$ cat src/hw/rtl/rpa_queue.sv
`timescale 1ns / 1ps

// Two-entry FIFO between classifier and executor.
module rpa_queue #(
    parameter int W = 4
) (
    input  logic         i_clk,
    input  logic         i_rst_n,
    input  logic         i_push,
    input  logic [W-1:0] i_data,
    input  logic         i_pop,
    output logic [W-1:0] o_data,
    output logic         o_full,
    output logic         o_empty
);

    logic [W-1:0] r_mem [2];
    logic         r_wr;
    logic         r_rd;
    logic [1:0]   r_cnt;

    always_ff @(posedge i_clk) begin
        if (i_push) begin
            r_mem[r_wr] <= i_data;
        end
    end

    always_ff @(posedge i_clk) begin
        if (!i_rst_n) begin
            r_wr  <= 1'b0;
            r_rd  <= 1'b0;
            r_cnt <= 2'd0;
        end else begin
            if (i_push) begin
                r_wr <= !r_wr;
            end
            if (i_pop) begin
                r_rd <= !r_rd;
            end
            if (i_push && !i_pop) begin
                r_cnt <= r_cnt + 2'd1;
            end else if (i_pop && !i_push) begin
                r_cnt <= r_cnt - 2'd1;
            end
        end
    end

    assign o_data  = r_mem[r_rd];
    assign o_full  = r_cnt == 2'd2;
    assign o_empty = r_cnt == 2'd0;

endmodule

$ cat config.mk
export PLATFORM = sky130hd
export DESIGN_NAME = rpa_queue
export DESIGN_NICKNAME = d
export VERILOG_FILES = /design/src/hw/rtl/rpa_queue.sv
export SDC_FILE = /design/constraint.sdc
export NUM_CORES = 1
export LEC_CHECK = 0
export BUFFER_PORTS_ARGS = -buffer_cell sky130_fd_sc_hd__clkbuf_2
export CORE_AREA = 2 2 39 41
export CTS_BUF_LIST = sky130_fd_sc_hd__clkbuf_16
export CTS_CLUSTER_SIZE = 10
export DETAILED_ROUTE_END_ITERATION = 10
export DIE_AREA = 0 0 41 43
export GPL_TIMING_DRIVEN = 0
export PLACE_DENSITY = 0.66
export SETUP_SLACK_MARGIN = 0.2
export SYNTH_ARGS = -nofsm -noshare
export SYNTH_HDL_FRONTEND = slang
export SYNTH_SLANG_ARGS = --single-unit
$ cat constraint.sdc
create_clock -name i_clk -period 1.67 [get_ports i_clk]
set_clock_uncertainty 0.05 [all_clocks]
set_input_delay 0.501 -clock i_clk [delete_from_list [all_inputs] [get_ports i_clk]]
set_output_delay 0.501 -clock i_clk [all_outputs]
set_load 0.005 [all_outputs]
==> flow_summary.toml <==
[run_status]
outcome = "finished, final reports clean"

[critical_path]
worstSetupPathType = "flip-flop to output port"
worstSetupStartpointType = "flip-flop"
required_ns = 1.12
cp.arrival_ns = 1.02
slowest_delay_ns = 0.38
critPathSlowestCell = "dfxtp_4"
r2r_slack_ns = 0.61
endpoint_kind = "output port"
worstPathCellList = "mux2_4 > clkbuf_2"
crit_fanout = 4

[timing]
max_freq_ghz = 0.635
report.final.setup_viol = 0
period_minus_slack_ns = 1.58
grt_setup_unrepaired = "true"
post-route-period-util = 0.944
whs_ns = 0.404
hold_viol_final = 0
slew_headroom = 0.718
drv_slew = 0
setup_tns_ns = 0
worstMarginPinSlew_ns = 0.422

[floorplanning]
core_area_sq_um = 1380
die-area_sq_um = 1760
die_h_um = 43
dieWidth_um = 41
io_pins = 14
initial_core_util = 0.364
num_rows = 14

[grt]
grt_pass1_vias = 292
antenna_found_initial = 0
grt_remaining_overflow = 0
grt_start_max_net_pins = 9
grt_pass1_wl_um = 1160
grt_usage = 0.112

[layout]
layout_commonest_cell = "clkbuf_2"
layout_common_cells = "clkbuf_2, edfxtp_1, mux2_4, and2_1"
diodes = 0
num-nets-final = 62
layout-drive-gt1-share = 0.481
synthToLayoutAreaGrowth_pct = 38.2
nFillCells = 118
fin_util = 0.504

[clock_network]
clk_latency_ns = 0.24
cts_hold_buffers = 0
clkTransAtPathRegs_ns = 0.05
clock_tree.buffer_depth = 2
tritoncts = "yes"
htreeDepth = 1
clock_sinks = 13
cts_buffers = 3
cts_root_buf = "clkbuf_16"

[power_and_ir_drop]
powerDensity_nw_per_um2 = 1330
ir_worst_vdd_uv = 722
leakagePower_uw = 0.000305

[routing]
vias = 297
antenna_left = 0
drt-wirelength-per-cell_um = 11.8
drc = 0
routed_wl_um = 800
viasPerCell = 4.37
drt_iter0_markers = 0
dr.pass1.iters = 1

[placement]
placement.io_buffers = 13
dp_hpwl_um = 584
gp_congestion = 0.608

[yosys]
ys_ff_latch = 13
syn_avg_cell_area_sq_um = 14.8
syn_inst = 34
synth.distinct_cells = 15
synth_area_sq_um = 504
syn_nets = 43
ys_seq_area_frac = 0.675
ys_warn_count = 0

[run]
drv_cap = 0

[min_path]
hold_class = "input port to flip-flop"
[synth_stat cells]
library cell	number	area [sq um]
and2_1	4	25.0
dfxtp_1	5	100
or3_1	1	6.26
ha_1	1	12.5
xnor2_1	1	8.76
xor2_1	2	17.5
nor2b_1	2	12.5
inv_1	1	3.75
o21ai_0	1	5.00
mux2_2	4	45.0
nor2_1	1	3.75
a21boi_1	1	7.51
and2b_2	1	8.76
o21a_1	1	7.51
edfxtp_1	8	240
[area by class of cell]
| cell class | count | area, sq um | area share |
|---|---|---|---|
| Multi-Input combinational cell | 20 | 175 | 0.251 |
| Inverter | 1 | 3.75 | 0.00539 |
| Sequential cell | 13 | 345 | 0.496 |
| Clock buffer | 3 | 75.1 | 0.108 |
| Clock inverter | 1 | 5.00 | 0.00718 |
| Tap cell | 16 | 20.0 | 0.0287 |
| Timing Repair Buffer | 14 | 72.6 | 0.104 |
[worst max-delay path, delay by kind of cell (launching register included)]
family	cells	cell delay (ns)
buffers and inverters	1	0.11
muxes	1	0.30
DFF	1	0.38
[stage by stage]
| step | std cells | power (uW) | instance area (sq um) | setup slack [ns] |
|---|---|---|---|---|
| after floorplan | 34 | 438 | 504 | 0.274 |
| after global placement | 63 | 474 | 589 | 0.121 |
| after detailed placement | 63 | 477 | 589 | 0.0931 |
| after CTS | 67 | 939 | 689 | 0.0827 |
| after global routing | 68 | 972 | 697 | 0.0558 |
| final | 68 | 930 | 697 | 0.0941 |
[flip-flops by register name, indices dropped and copies added, names as in the netlist, named ones only]
name	count
r_wr	1
r_rd	1
r_mem	8
r_cnt	2
[worst paths after layout]
check                   startpoint                     to  cells after the start
max                      flip-flop              o_data[2]                      2
min                      i_data[1]  r_mem[0][1]$_DFFE_PP_                      1
max reg2reg      r_wr$_SDFFE_PN0P_  r_mem[0][3]$_DFFE_PP_                      1
min reg2reg  r_cnt[1]$_SDFFE_PN0P_  r_cnt[1]$_SDFFE_PN0P_                      2
[layer usage]
layer,share of wire,GRT usage,vias to the layer above
met3,0.040,0.0471,0
li1,-,-,154
met2,0.55,0.178,5
met1,0.41,0.0990,138
met4,0,0.100,0
met5,0,0,-
[logic make-up (layout without fill, tap and decap cells)]
group,after synthesis,in the layout,synth area share
flip-flops,13,13,0.675
buffers and inverters,1,19,0.00744
multiplexers,4,4,0.0893
XOR/XNOR,3,3,0.0521
AO/OA/AOI/OAI,3,3,0.0397
adder cells (fa/ha/maj),1,1,0.0248
AND/OR/NAND/NOR,9,9,0.112
[timing repair]
action | 4_1_cts | 5_1_grt
endpoints found under the setup margin | 5 | 5
pin swaps | 0 | 0
endpoints found under the hold margin | 0 | 0
gates resized for setup | 7 | 0
buffers inserted | 0 | 1
[report_power, final]
group / total [uW] / internal [uW] / switching (uW)
clock: 445 / 318 / 127
sequential: 385 / 369 / 16.4
combinational: 99.9 / 62.1 / 37.8
(Power assumes the default switching activity.)
