`src/hw/rtl/rpa_pkg.sv`:
```
`timescale 1ns / 1ps

package rpa_pkg;

    // defaults for the top-level parameters
    localparam int NUM_PAGES_DEF  = 32768;
    localparam int PAGE_SHIFT_DEF = 12;
    localparam int COUNT_BITS_DEF = 8;

    // fixed field widths
    localparam int ADDR_W   = 32;
    localparam int FIRST_W  = 20;
    localparam int END_W    = 21;
    localparam int CNTOUT_W = 8;
    localparam int CNTEXT_W = 16;

    localparam logic [END_W-1:0] END_PAGE_RST = 21'd32768;

    // configuration register indexes
    localparam logic CFG_FIRST_PAGE = 1'b0;
    localparam logic CFG_END_PAGE   = 1'b1;

    typedef enum logic [1:0] {
        CMD_INIT  = 2'd0,
        CMD_ALLOC = 2'd1,
        CMD_FREE  = 2'd2,
        CMD_INC   = 2'd3
    } t_cmd;

    typedef enum logic [1:0] {
        STS_OK      = 2'd0,
        STS_BADADDR = 2'd1,
        STS_ZERO    = 2'd2,
        STS_EMPTY   = 2'd3
    } t_status;

    typedef enum logic [1:0] {
        S_CLEAR,
        S_IDLE,
        S_EXEC,
        S_INIT
    } t_state;

endpackage

```
`src/hw/rtl/rpa_front.sv`:
```
`timescale 1ns / 1ps

// Config registers and command classification (range and alignment checks).
module rpa_front #(
    parameter int NUM_PAGES  = rpa_pkg::NUM_PAGES_DEF,
    parameter int PAGE_SHIFT = rpa_pkg::PAGE_SHIFT_DEF
) (
    input  logic                        i_clk,
    input  logic                        i_rst_n,
    input  logic                        i_cfg_we,
    input  logic                        i_cfg_idx,
    input  logic [rpa_pkg::END_W-1:0]   i_cfg_data,
    input  logic [1:0]                  i_cmd,
    input  logic [rpa_pkg::ADDR_W-1:0]  i_phys_addr,
    output logic [1:0]                  o_cmd,
    output logic                        o_bad,
    output logic [$clog2(NUM_PAGES)-1:0] o_pg,
    output logic [rpa_pkg::END_W-1:0]   o_first_page,
    output logic [rpa_pkg::END_W-1:0]   o_lim
);

    localparam int PGW = $clog2(NUM_PAGES);
    localparam logic [rpa_pkg::ADDR_W-1:0] OFS_MASK =
        rpa_pkg::ADDR_W'((64'd1 << PAGE_SHIFT) - 64'd1);

    logic [rpa_pkg::FIRST_W-1:0] r_first_page;
    logic [rpa_pkg::END_W-1:0]   r_end_page;
    logic [rpa_pkg::ADDR_W-1:0]  pg_full;
    logic                        in_rng;
    logic                        aligned;

    always_ff @(posedge i_clk) begin
        if (!i_rst_n) begin
            r_first_page <= '0;
            r_end_page   <= rpa_pkg::END_PAGE_RST;
        end else if (i_cfg_we) begin
            if (i_cfg_idx == rpa_pkg::CFG_FIRST_PAGE) begin
                r_first_page <= i_cfg_data[rpa_pkg::FIRST_W-1:0];
            end else begin
                r_end_page <= i_cfg_data;
            end
        end
    end

    // limit = min(end_page, NUM_PAGES)
    assign o_lim = (r_end_page < rpa_pkg::END_W'(NUM_PAGES)) ?
                   r_end_page : rpa_pkg::END_W'(NUM_PAGES);
    assign o_first_page = rpa_pkg::END_W'(r_first_page);

    assign pg_full = i_phys_addr >> PAGE_SHIFT;
    assign in_rng  = (pg_full >= rpa_pkg::ADDR_W'(r_first_page)) &&
                     (pg_full < rpa_pkg::ADDR_W'(o_lim));
    assign aligned = (i_phys_addr & OFS_MASK) == '0;

    always_comb begin
        o_cmd = i_cmd;
        o_pg  = pg_full[PGW-1:0];   // in range implies below NUM_PAGES
        if (i_cmd == rpa_pkg::CMD_FREE) begin
            o_bad = !aligned || !in_rng;
        end else begin
            o_bad = !in_rng;
        end
    end

endmodule

```
`config.mk`:
```
export PLATFORM = sky130hd
export DESIGN_NAME = rpa_front
export DESIGN_NICKNAME = d
export VERILOG_FILES = /design/src/hw/rtl/rpa_pkg.sv /design/src/hw/rtl/rpa_front.sv
export SDC_FILE = /design/constraint.sdc
export NUM_CORES = 1
export LEC_CHECK = 0
export BUFFER_PORTS_ARGS = -buffer_cell sky130_fd_sc_hd__buf_2
export CELL_PAD_IN_SITES_DETAIL_PLACEMENT = 1
export CELL_PAD_IN_SITES_GLOBAL_PLACEMENT = 2
export CORE_AREA = 5 5 107 109
export DETAILED_ROUTE_END_ITERATION = 10
export DIE_AREA = 0 0 112 114
export GPL_TIMING_DRIVEN = 1
export PLACE_DENSITY_LB_ADDON = 0.1
export SYNTH_ARGS = -nofsm -noshare
export SYNTH_HDL_FRONTEND = slang
export SYNTH_SLANG_ARGS = --single-unit
```
`constraint.sdc`:
```
create_clock -name i_clk -period 6.7 [get_ports i_clk]
set_input_delay 0.67 -clock i_clk [delete_from_list [all_inputs] [get_ports i_clk]]
set_output_delay 0.67 -clock i_clk [all_outputs]
set_load 0.02 [all_outputs]
```
==> results.txt, run 1 <==
----------------------------------------------------
[Floorplanning]
  Die extent in x ... around 110 µm
  Effective utilization at floorplan ... between 20% and 30%
  Area of the placeable core ... roughly 0.011 mm²
  Area of the die ... between 0.01 and 0.015 mm²
  FP Rows ... 38
  Ports placed on the boundary ... around 120
  Die Ht ... approximately 110 µm

[Logic synthesis]
  Post-synth EDFFs ... 0
  Post-synthesis register bit count ... between 40 and 50
  Number of distinct library cells after synthesis ... 32
  Post-synth ARST share ... 0%
  Yosys warning total ... 0
  Share of synthesized area occupied by flip-flops and latches ... between 20% and 30%
  Main flop type after synthesis ... dfxtp_1
  Cells after Synth ... 360
  Syn_area_per_cell ... about 7.6 µm²
  Syn Std Cell Area ... 0.00275 mm²

[Timing]
  RSZ-0062 raised after global routing ... false
  Worst Clk Skew ... 0 ns
  Tightest Pin Transition ... ~0.94 ns
  Final-report hold violation count ... 0
  Number of endpoints failing setup at the final stage ... 0
  Final clock period utilization by the worst path ... ~61%
  Final sum of negative setup slack ... 0 ns
  Max-slew headroom at the worst pin ... a little under two fifths
  Worst Setup Slack, final ... around 2.6 ns
  F_max ... 244 MHz
  Final-report max-slew violation count ... 0
  Final worst hold slack ... between 0.4 and 0.5 ns
  Minimum clock period after layout ... slightly above 4 ns

[Route]
  Total via count after detailed routing ... roughly 2600
  Post-detailed-route wirelength per cell ... 14.8 µm
  1st-pass router iterations ... 4
  Post-route antenna net violation count ... 0
  Wire length after detailed routing ... between 8 and 9 mm
  Number of DRC markers after the initial detailed-route iteration ... 55
  Ratio of routed vias to standard cells ... between 4 and 5
  Remaining routing DRC violations ... 0

[Clocking]
  Clock tree from TritonCTS ... yes
  Maximum root-to-sink buffer count ... 2
  Source-to-sink clock delay at the later pin of the worst-skew pair ... ~0.29 ns
  H-tree Lvls ... 2
  # Post-CTS Setup Buffers ... 0
  Post-cts hold buffer count ... 0
  Clk Tree Root Cell ... clkbuf_8
  CTS clk-pin slew, worst paths ... roughly 0.08 ns
  Number of sinks on the clock net ... slightly above 40
  TritonCTS Buffers ... 5
  Quantity of gates resized following cts ... 0

[Placed design]
  Number of placed instances with taps included ... a little under 600
  Routability congestion estimate ... 0.778
  HPWL after detailed placement ... roughly 7 mm
  Area after detailed placement ... around 0.0033 mm²
  Placement Setup Slack ... 2.87 ns
  Number of buffer cells added on primary ports ... around 110

[Pwr]
  Areal power density over the cells ... approximately 170 mW/mm²
  Leakage power summed over all cells ... roughly 1.7 nW
  Overall power after layout ... between 0.5 and 0.6 mW
  Maximum ir drop on the vdd rail ... between 0.06 and 0.07 mV

[Global route]
  Initial antenna violation count ... 1
  Maximum number of pins on one net before global-route repair ... 42
  Wire length of the first global-routing pass ... approximately 14 mm
  GRT Overall Usage ... between 10 and 15%
  Total global routing overflow ... 0
  Via count of the first global-routing pass ... 2765

[Run status]
  Result of the run ... finished, final reports clean

[Critical path]
  Critical path fanouts, max ... 18
  Kind of critical path ... flop to output pin
  Element type at the critical path start ... flop
  Signal arrival time at the worst endpoint ... around 3.4 ns
  Crit path required time ... 6.03 ns
  CP endpoint kind ... output pin
  Setup crit start ... r_end_page[16]
  Reg-to-Reg Start ... r_first_page[9]

[Flow run]
  Max_cap viols ... 0

[Layout]
  Number of fillers in the final layout ... between 1000 and 1500
  Area of the multi-input gates ... approximately 0.0016 mm²
  N_diodes ... 0
  Post-route standard cell area excluding fillers ... about 0.0034 mm²
  Final net count ... between 500 and 600
  Area taken by flip-flops and latches ... around 820 µm²
  Finished Layout Cells ... about 590
  Most common cell after layout, fill and taps aside ... buf_2
  Post-Route Utilization ... 32.3%
  Commonest cells after routing, fill and taps aside ... buf_2, nand2_1, dfxtp_1, a21boi_0, ha_1
  Fraction of final layout cells sized beyond drive strength 1 ... between 20 and 30%
  Area added between synthesis and finish ... 23.7%

[Hold path]
  Min-Delay Startpoint ... r_end_page[6]
  Worst Hold Class ... flop to flop

----------------------------------------------------
[layout make-up]
cell class	count	area share, %
clock buffer	7	2.84
clock inverter	1	0.147
inverter	36	3.98
multi-input combinational	255	47.0
sequential	41	24.2
tap	140	5.16
timing repair buffer	113	16.7
[flip-flops by register name, summed over array words and instances (netlist names)]
name,flops
r_end_page,21
r_first_page,20
[routing by layer]
| layer | share of wire (%) | up-vias | track usage, % |
|---|---|---|---|
| li1 | - | 1346 | - |
| met1 | 45 | 1165 | 17.6 |
| met2 | 47 | 70 | 24.1 |
| met3 | 7.0 | 8 | 3.45 |
| met4 | 0.85 | 2 | 2.88 |
| met5 | 0.080 | - | 0 |
[report_power, final]
group          switching [mW]  internal, mW  total [mW]  leakage (nW)
logic                  0.0826        0.0525       0.135          1.27
registers             0.00839         0.255       0.263         0.335
clock network          0.0881        0.0933       0.181        0.0542
total                   0.179         0.401       0.580          1.66
[Yosys cell counts, drive strengths merged (2+ instances only)]
cell type  count  area, µm²
a211oi         2       15.0
a21boi        40        300
a21o           3       22.5
a21oi         14       70.1
and2           2       12.5
buf           24        180
clkbuf        12       45.0
conb           2       7.51
dfxtp         41        821
ha            39        488
inv           36        135
nand2        105        394
nand3          5       25.0
nand4          6       37.5
nor2           5       18.8
nor3           3       26.3
nor4           3       18.8
o21ai          6       30.0
[final timing paths]
check	to	slack [ns]	cells past startpoint
max	o_bad	2.59	10
min	r_end_page[6]	0.47	2
max reg2reg	r_first_page[9]	5.93	2
min reg2reg	r_end_page[6]	0.47	2
[worst max-delay path: stages, from the launching register on]
cell and delay (ns):
dfxtp_1 0.32, or4_4 0.54, nor3_4 0.59, nand2_1 0.20, ha_1 0.34, a21o_1 0.18
nand3_1 0.07, a21oi_1 0.07, a2111oi_0 0.42, o2111ai_1 0.20, buf_2 0.20
[logic make-up after synthesis]
family	synth area share, %
flip-flops	29.9
other	0.274
AO/OA/AOI/OAI	18.1
buffers and inverters	13.1
adder cells (fa/ha/maj)	17.8
AND/OR/NAND/NOR	20.8
Note: power is estimated with default switching activity, not from simulation.
==> inputs of run 2 (changes only) <==
Settings changed: ABC_AREA from default to 1, CORE_AREA 5 5 107 109 to 5 5 119 121, DIE_AREA 0 0 112 114 to 0 0 124 126.
Clock period 6.7 ns to 3.5 ns, I/O delays scaled along.
==> results.txt, run 2 <==
----------------------------------------------------
[Run status]
  Result of the run ... finished, final reports clean

[Route]
  1st-pass router iterations ... 4 (unchanged)
  Ratio of routed vias to standard cells ... 4.01 (-8.2%)
  Post-route antenna net violation count ... 0 (unchanged)
  Remaining routing DRC violations ... 0 (unchanged)
  Number of DRC markers after the initial detailed-route iteration ... 37 (-33%)
  Wire length after detailed routing ... 9.08 mm (+3.7%)
  Total via count after detailed routing ... 2696 (+4.1%)
  Post-detailed-route wirelength per cell ... 13.5 µm (-8.5%)

[Critical path]
  Reg-to-Reg Start ... r_first_page[0]
  CP endpoint kind ... output pin
  Element type at the critical path start ... flop
  R2R depth ... 2 (unchanged)
  Critical path fanouts, max ... 17 (-1)
  Kind of critical path ... flop to output pin
  Crit path required time ... 3.15 ns (-2.88 ns)
  Reg-to-Reg End ... r_first_page[0]
  Register-to-register setup slack ... 2.85 ns (-3.08 ns)
  Signal arrival time at the worst endpoint ... 2.42 ns (-1.02 ns)

[Clocking]
  Clock tree from TritonCTS ... yes
  Source-to-sink clock delay at the later pin of the worst-skew pair ... 0.29 ns (about the same)
  Number of sinks on the clock net ... 41 (unchanged)
  Quantity of gates resized following cts ... 0 (unchanged)
  TritonCTS Buffers ... 5 (unchanged)
  Clk Tree Root Cell ... clkbuf_16
  CTS clk-pin slew, worst paths ... 0.06 ns (-0.02 ns)
  Post-cts hold buffer count ... 0 (unchanged)
  # Post-CTS Setup Buffers ... 0 (unchanged)
  Maximum root-to-sink buffer count ... 2 (unchanged)
  H-tree Lvls ... 2 (unchanged)

[Timing]
  F_max ... around 360 MHz
  Worst Setup Slack, final ... 0.735 ns (-1.86 ns)
  Worst Clk Skew ... 0 ns (unchanged)
  Minimum clock period after layout ... 2.77 ns
  Max-slew headroom at the worst pin ... 51.5% (+14 points)
  Final-report max-slew violation count ... 0 (unchanged)
  Final clock period utilization by the worst path ... 79.0%
  Final-report hold violation count ... 0 (unchanged)
  Tightest Pin Transition ... 0.727 ns (-0.216 ns)
  Final sum of negative setup slack ... 0 ns (unchanged)
  Final worst hold slack ... 0.297 ns (-0.174 ns)
  RSZ-0062 raised after global routing ... false
  Number of endpoints failing setup at the final stage ... 0 (unchanged)

[Hold path]
  Worst Hold Class ... input pin to flop
  End point of the most critical hold path ... r_end_page[15]
  WHS Path Cells ... 3 (+1)
  Min-Delay Startpoint ... i_cfg_data[15]

[Layout]
  Largest register by flop count ... r_end_page
  Final net count ... 593 (+7.8%)
  Area of the multi-input gates ... 0.00157 mm² (-1.7%)
  Commonest cells after routing, fill and taps aside ... buf_2, nor2_1, nand2_1, inv_1, dfxtp_1
  Fraction of final layout cells sized beyond drive strength 1 ... 29.0% (+1.9 points)
  Area taken by flip-flops and latches ... 821 µm² (unchanged)
  Number of flip-flops under the largest register name ... 21 (unchanged)
  Regs by FF count ... r_end_page: 21 flops, r_first_page: 20 flops
  Post-Route Utilization ... 27.3% (-5.0 points)
  Most common cell after layout, fill and taps aside ... buf_2
  N_diodes ... 0 (unchanged)
  Area added between synthesis and finish ... 26.6%
  Number of fillers in the final layout ... 1685 (+25%)
  Finished Layout Cells ... 672 (+13%)

[Global route]
  GRT Overall Usage ... 11.6% (-2.3 points)
  Via count of the first global-routing pass ... 2723 (-1.5%)
  Initial antenna violation count ... 0 (-1)
  Maximum number of pins on one net before global-route repair ... 42 (unchanged)
  Wire length of the first global-routing pass ... 14.1 mm (about the same)
  Total global routing overflow ... 0 (unchanged)

[Floorplanning]
  FP Rows ... 42 (+11%)
  Area of the placeable core ... 0.0130 mm² (+24%)
  Effective utilization at floorplan ... 21.5% (-4.6 points)
  Ports placed on the boundary ... 119 (unchanged)
  Die extent in x ... 124 µm (+11%)
  Area of the die ... 0.0156 mm² (+22%)
  Die Ht ... 126 µm (+11%)

[Pwr]
  Areal power density over the cells ... 374 mW/mm² (+120%)
  Maximum ir drop on the vdd rail ... 0.164 mV (+140%)
  Leakage power summed over all cells ... 1.89 nW (+14%)

[Logic synthesis]
  Yosys warning total ... 0 (unchanged)
  Syn_area_per_cell ... 6.94 µm² (-9.0%)
  Most area-consuming cells after synthesis ... dfxtp_1, ha_1, nor2_1, nand2_1, o21ai_0
  Main flop type after synthesis ... dfxtp_1
  Library cell occupying the most area in the post-synthesis netlist ... dfxtp_1
  Post-synth EDFFs ... 0 (unchanged)
  Leading cell types by count after synthesis ... nor2_1, nand2_1, inv_1, dfxtp_1, o21ai_0
  Syn Std Cell Area ... 0.00280 mm² (+1.9%)
  Cell with the most instances after synthesis ... nor2_1
  Share of synthesized area occupied by flip-flops and latches ... 29.4% (-0.55 points)
  Post-synth ARST share ... 0% (unchanged)
  Post-synthesis register bit count ... 41 (unchanged)
  Cells after Synth ... 403 (+12%)
  Area share of the largest cell type after synthesis ... 29.4% (-0.55 points)
  Number of distinct library cells after synthesis ... 24 (-25%)

[Placed design]
  Routability congestion estimate ... 0.685 (-12%)
  HPWL after detailed placement ... 7.48 mm (+5.7%)
  Number of placed instances with taps included ... 664 (+14%)
  Number of buffer cells added on primary ports ... 112 (unchanged)
  Placement Setup Slack ... 1.01 ns (-1.86 ns)

[Flow run]
  Max_cap viols ... 0 (unchanged)

----------------------------------------------------
run 2: logic make-up (layout without fill, tap and decap cells):
logic type,count (synthesis),after routing,share of synthesized area [%]
adder cells (fa/ha/maj),39,39,17.4
AO/OA/AOI/OAI,78,78,14.4
AND/OR/NAND/NOR,152,152,22.8
flip-flops,41,41,29.4
other,2,10,0.269
buffers and inverters,91,176,15.7
run 2: metal layers:
metal | part of all wire (%) | global-route usage [%] | vias up
met1 | 48 | 15.5 | 1191
met4 | 1.2 | 3.09 | 0
met3 | 5.8 | 2.42 | 6
li1 | - | - | 1428
met5 | 0 | 0 | -
met2 | 45 | 19.0 | 71
run 2: through the flow:
stage / instance area [µm²] / power [mW]
after floorplan: 2830 / 0.741
after global placement: 3380 / 0.844
after detailed placement: 3380 / 0.848
after CTS: 3540 / 1.36
after global routing: 3540 / 1.42
final: 3540 / 1.32
run 2: how the worst max path moves through the flow:
stage	start	to	slack (ns)	depth (start not counted)
2_1_floorplan	r_end_page[15]	o_bad	1.33	10
3_3_place_gp	r_end_page[15]	o_bad	1.11	11
3_5_place_dp	r_end_page[15]	o_bad	1.01	11
4_1_cts	r_end_page[15]	o_bad	0.68	11
5_1_grt	r_end_page[15]	o_bad	0.53	11
6_report	r_end_page[15]	o_bad	0.73	11
run 2: area by class of cell:
| cell class | count | area share [%] |
|---|---|---|
| clock inverter | 1 | 0.141 |
| inverter | 55 | 5.83 |
| sequential | 41 | 23.2 |
| clock buffer | 7 | 4.31 |
| timing repair buffer | 113 | 16.0 |
| multi-input combinational | 279 | 44.3 |
| tap | 176 | 6.22 |
run 2: worst max-delay path, stage by stage (launching register included):
cell and delay, ns:
dfxtp_1 0.31, or2_4 0.27, nor2_8 0.32, nand2_1 0.13, ha_1 0.32, nand2_1 0.07
a21oi_1 0.05, o21ai_0 0.17, nand3_1 0.13, nor2_1 0.10, nand3_1 0.09, buf_2 0.17
run 2: where the power goes:
part	switching [mW]	leakage (nW)	internal (mW)
logic	0.199	1.48	0.115
registers	0.0166	0.339	0.498
clock network	0.193	0.0799	0.302
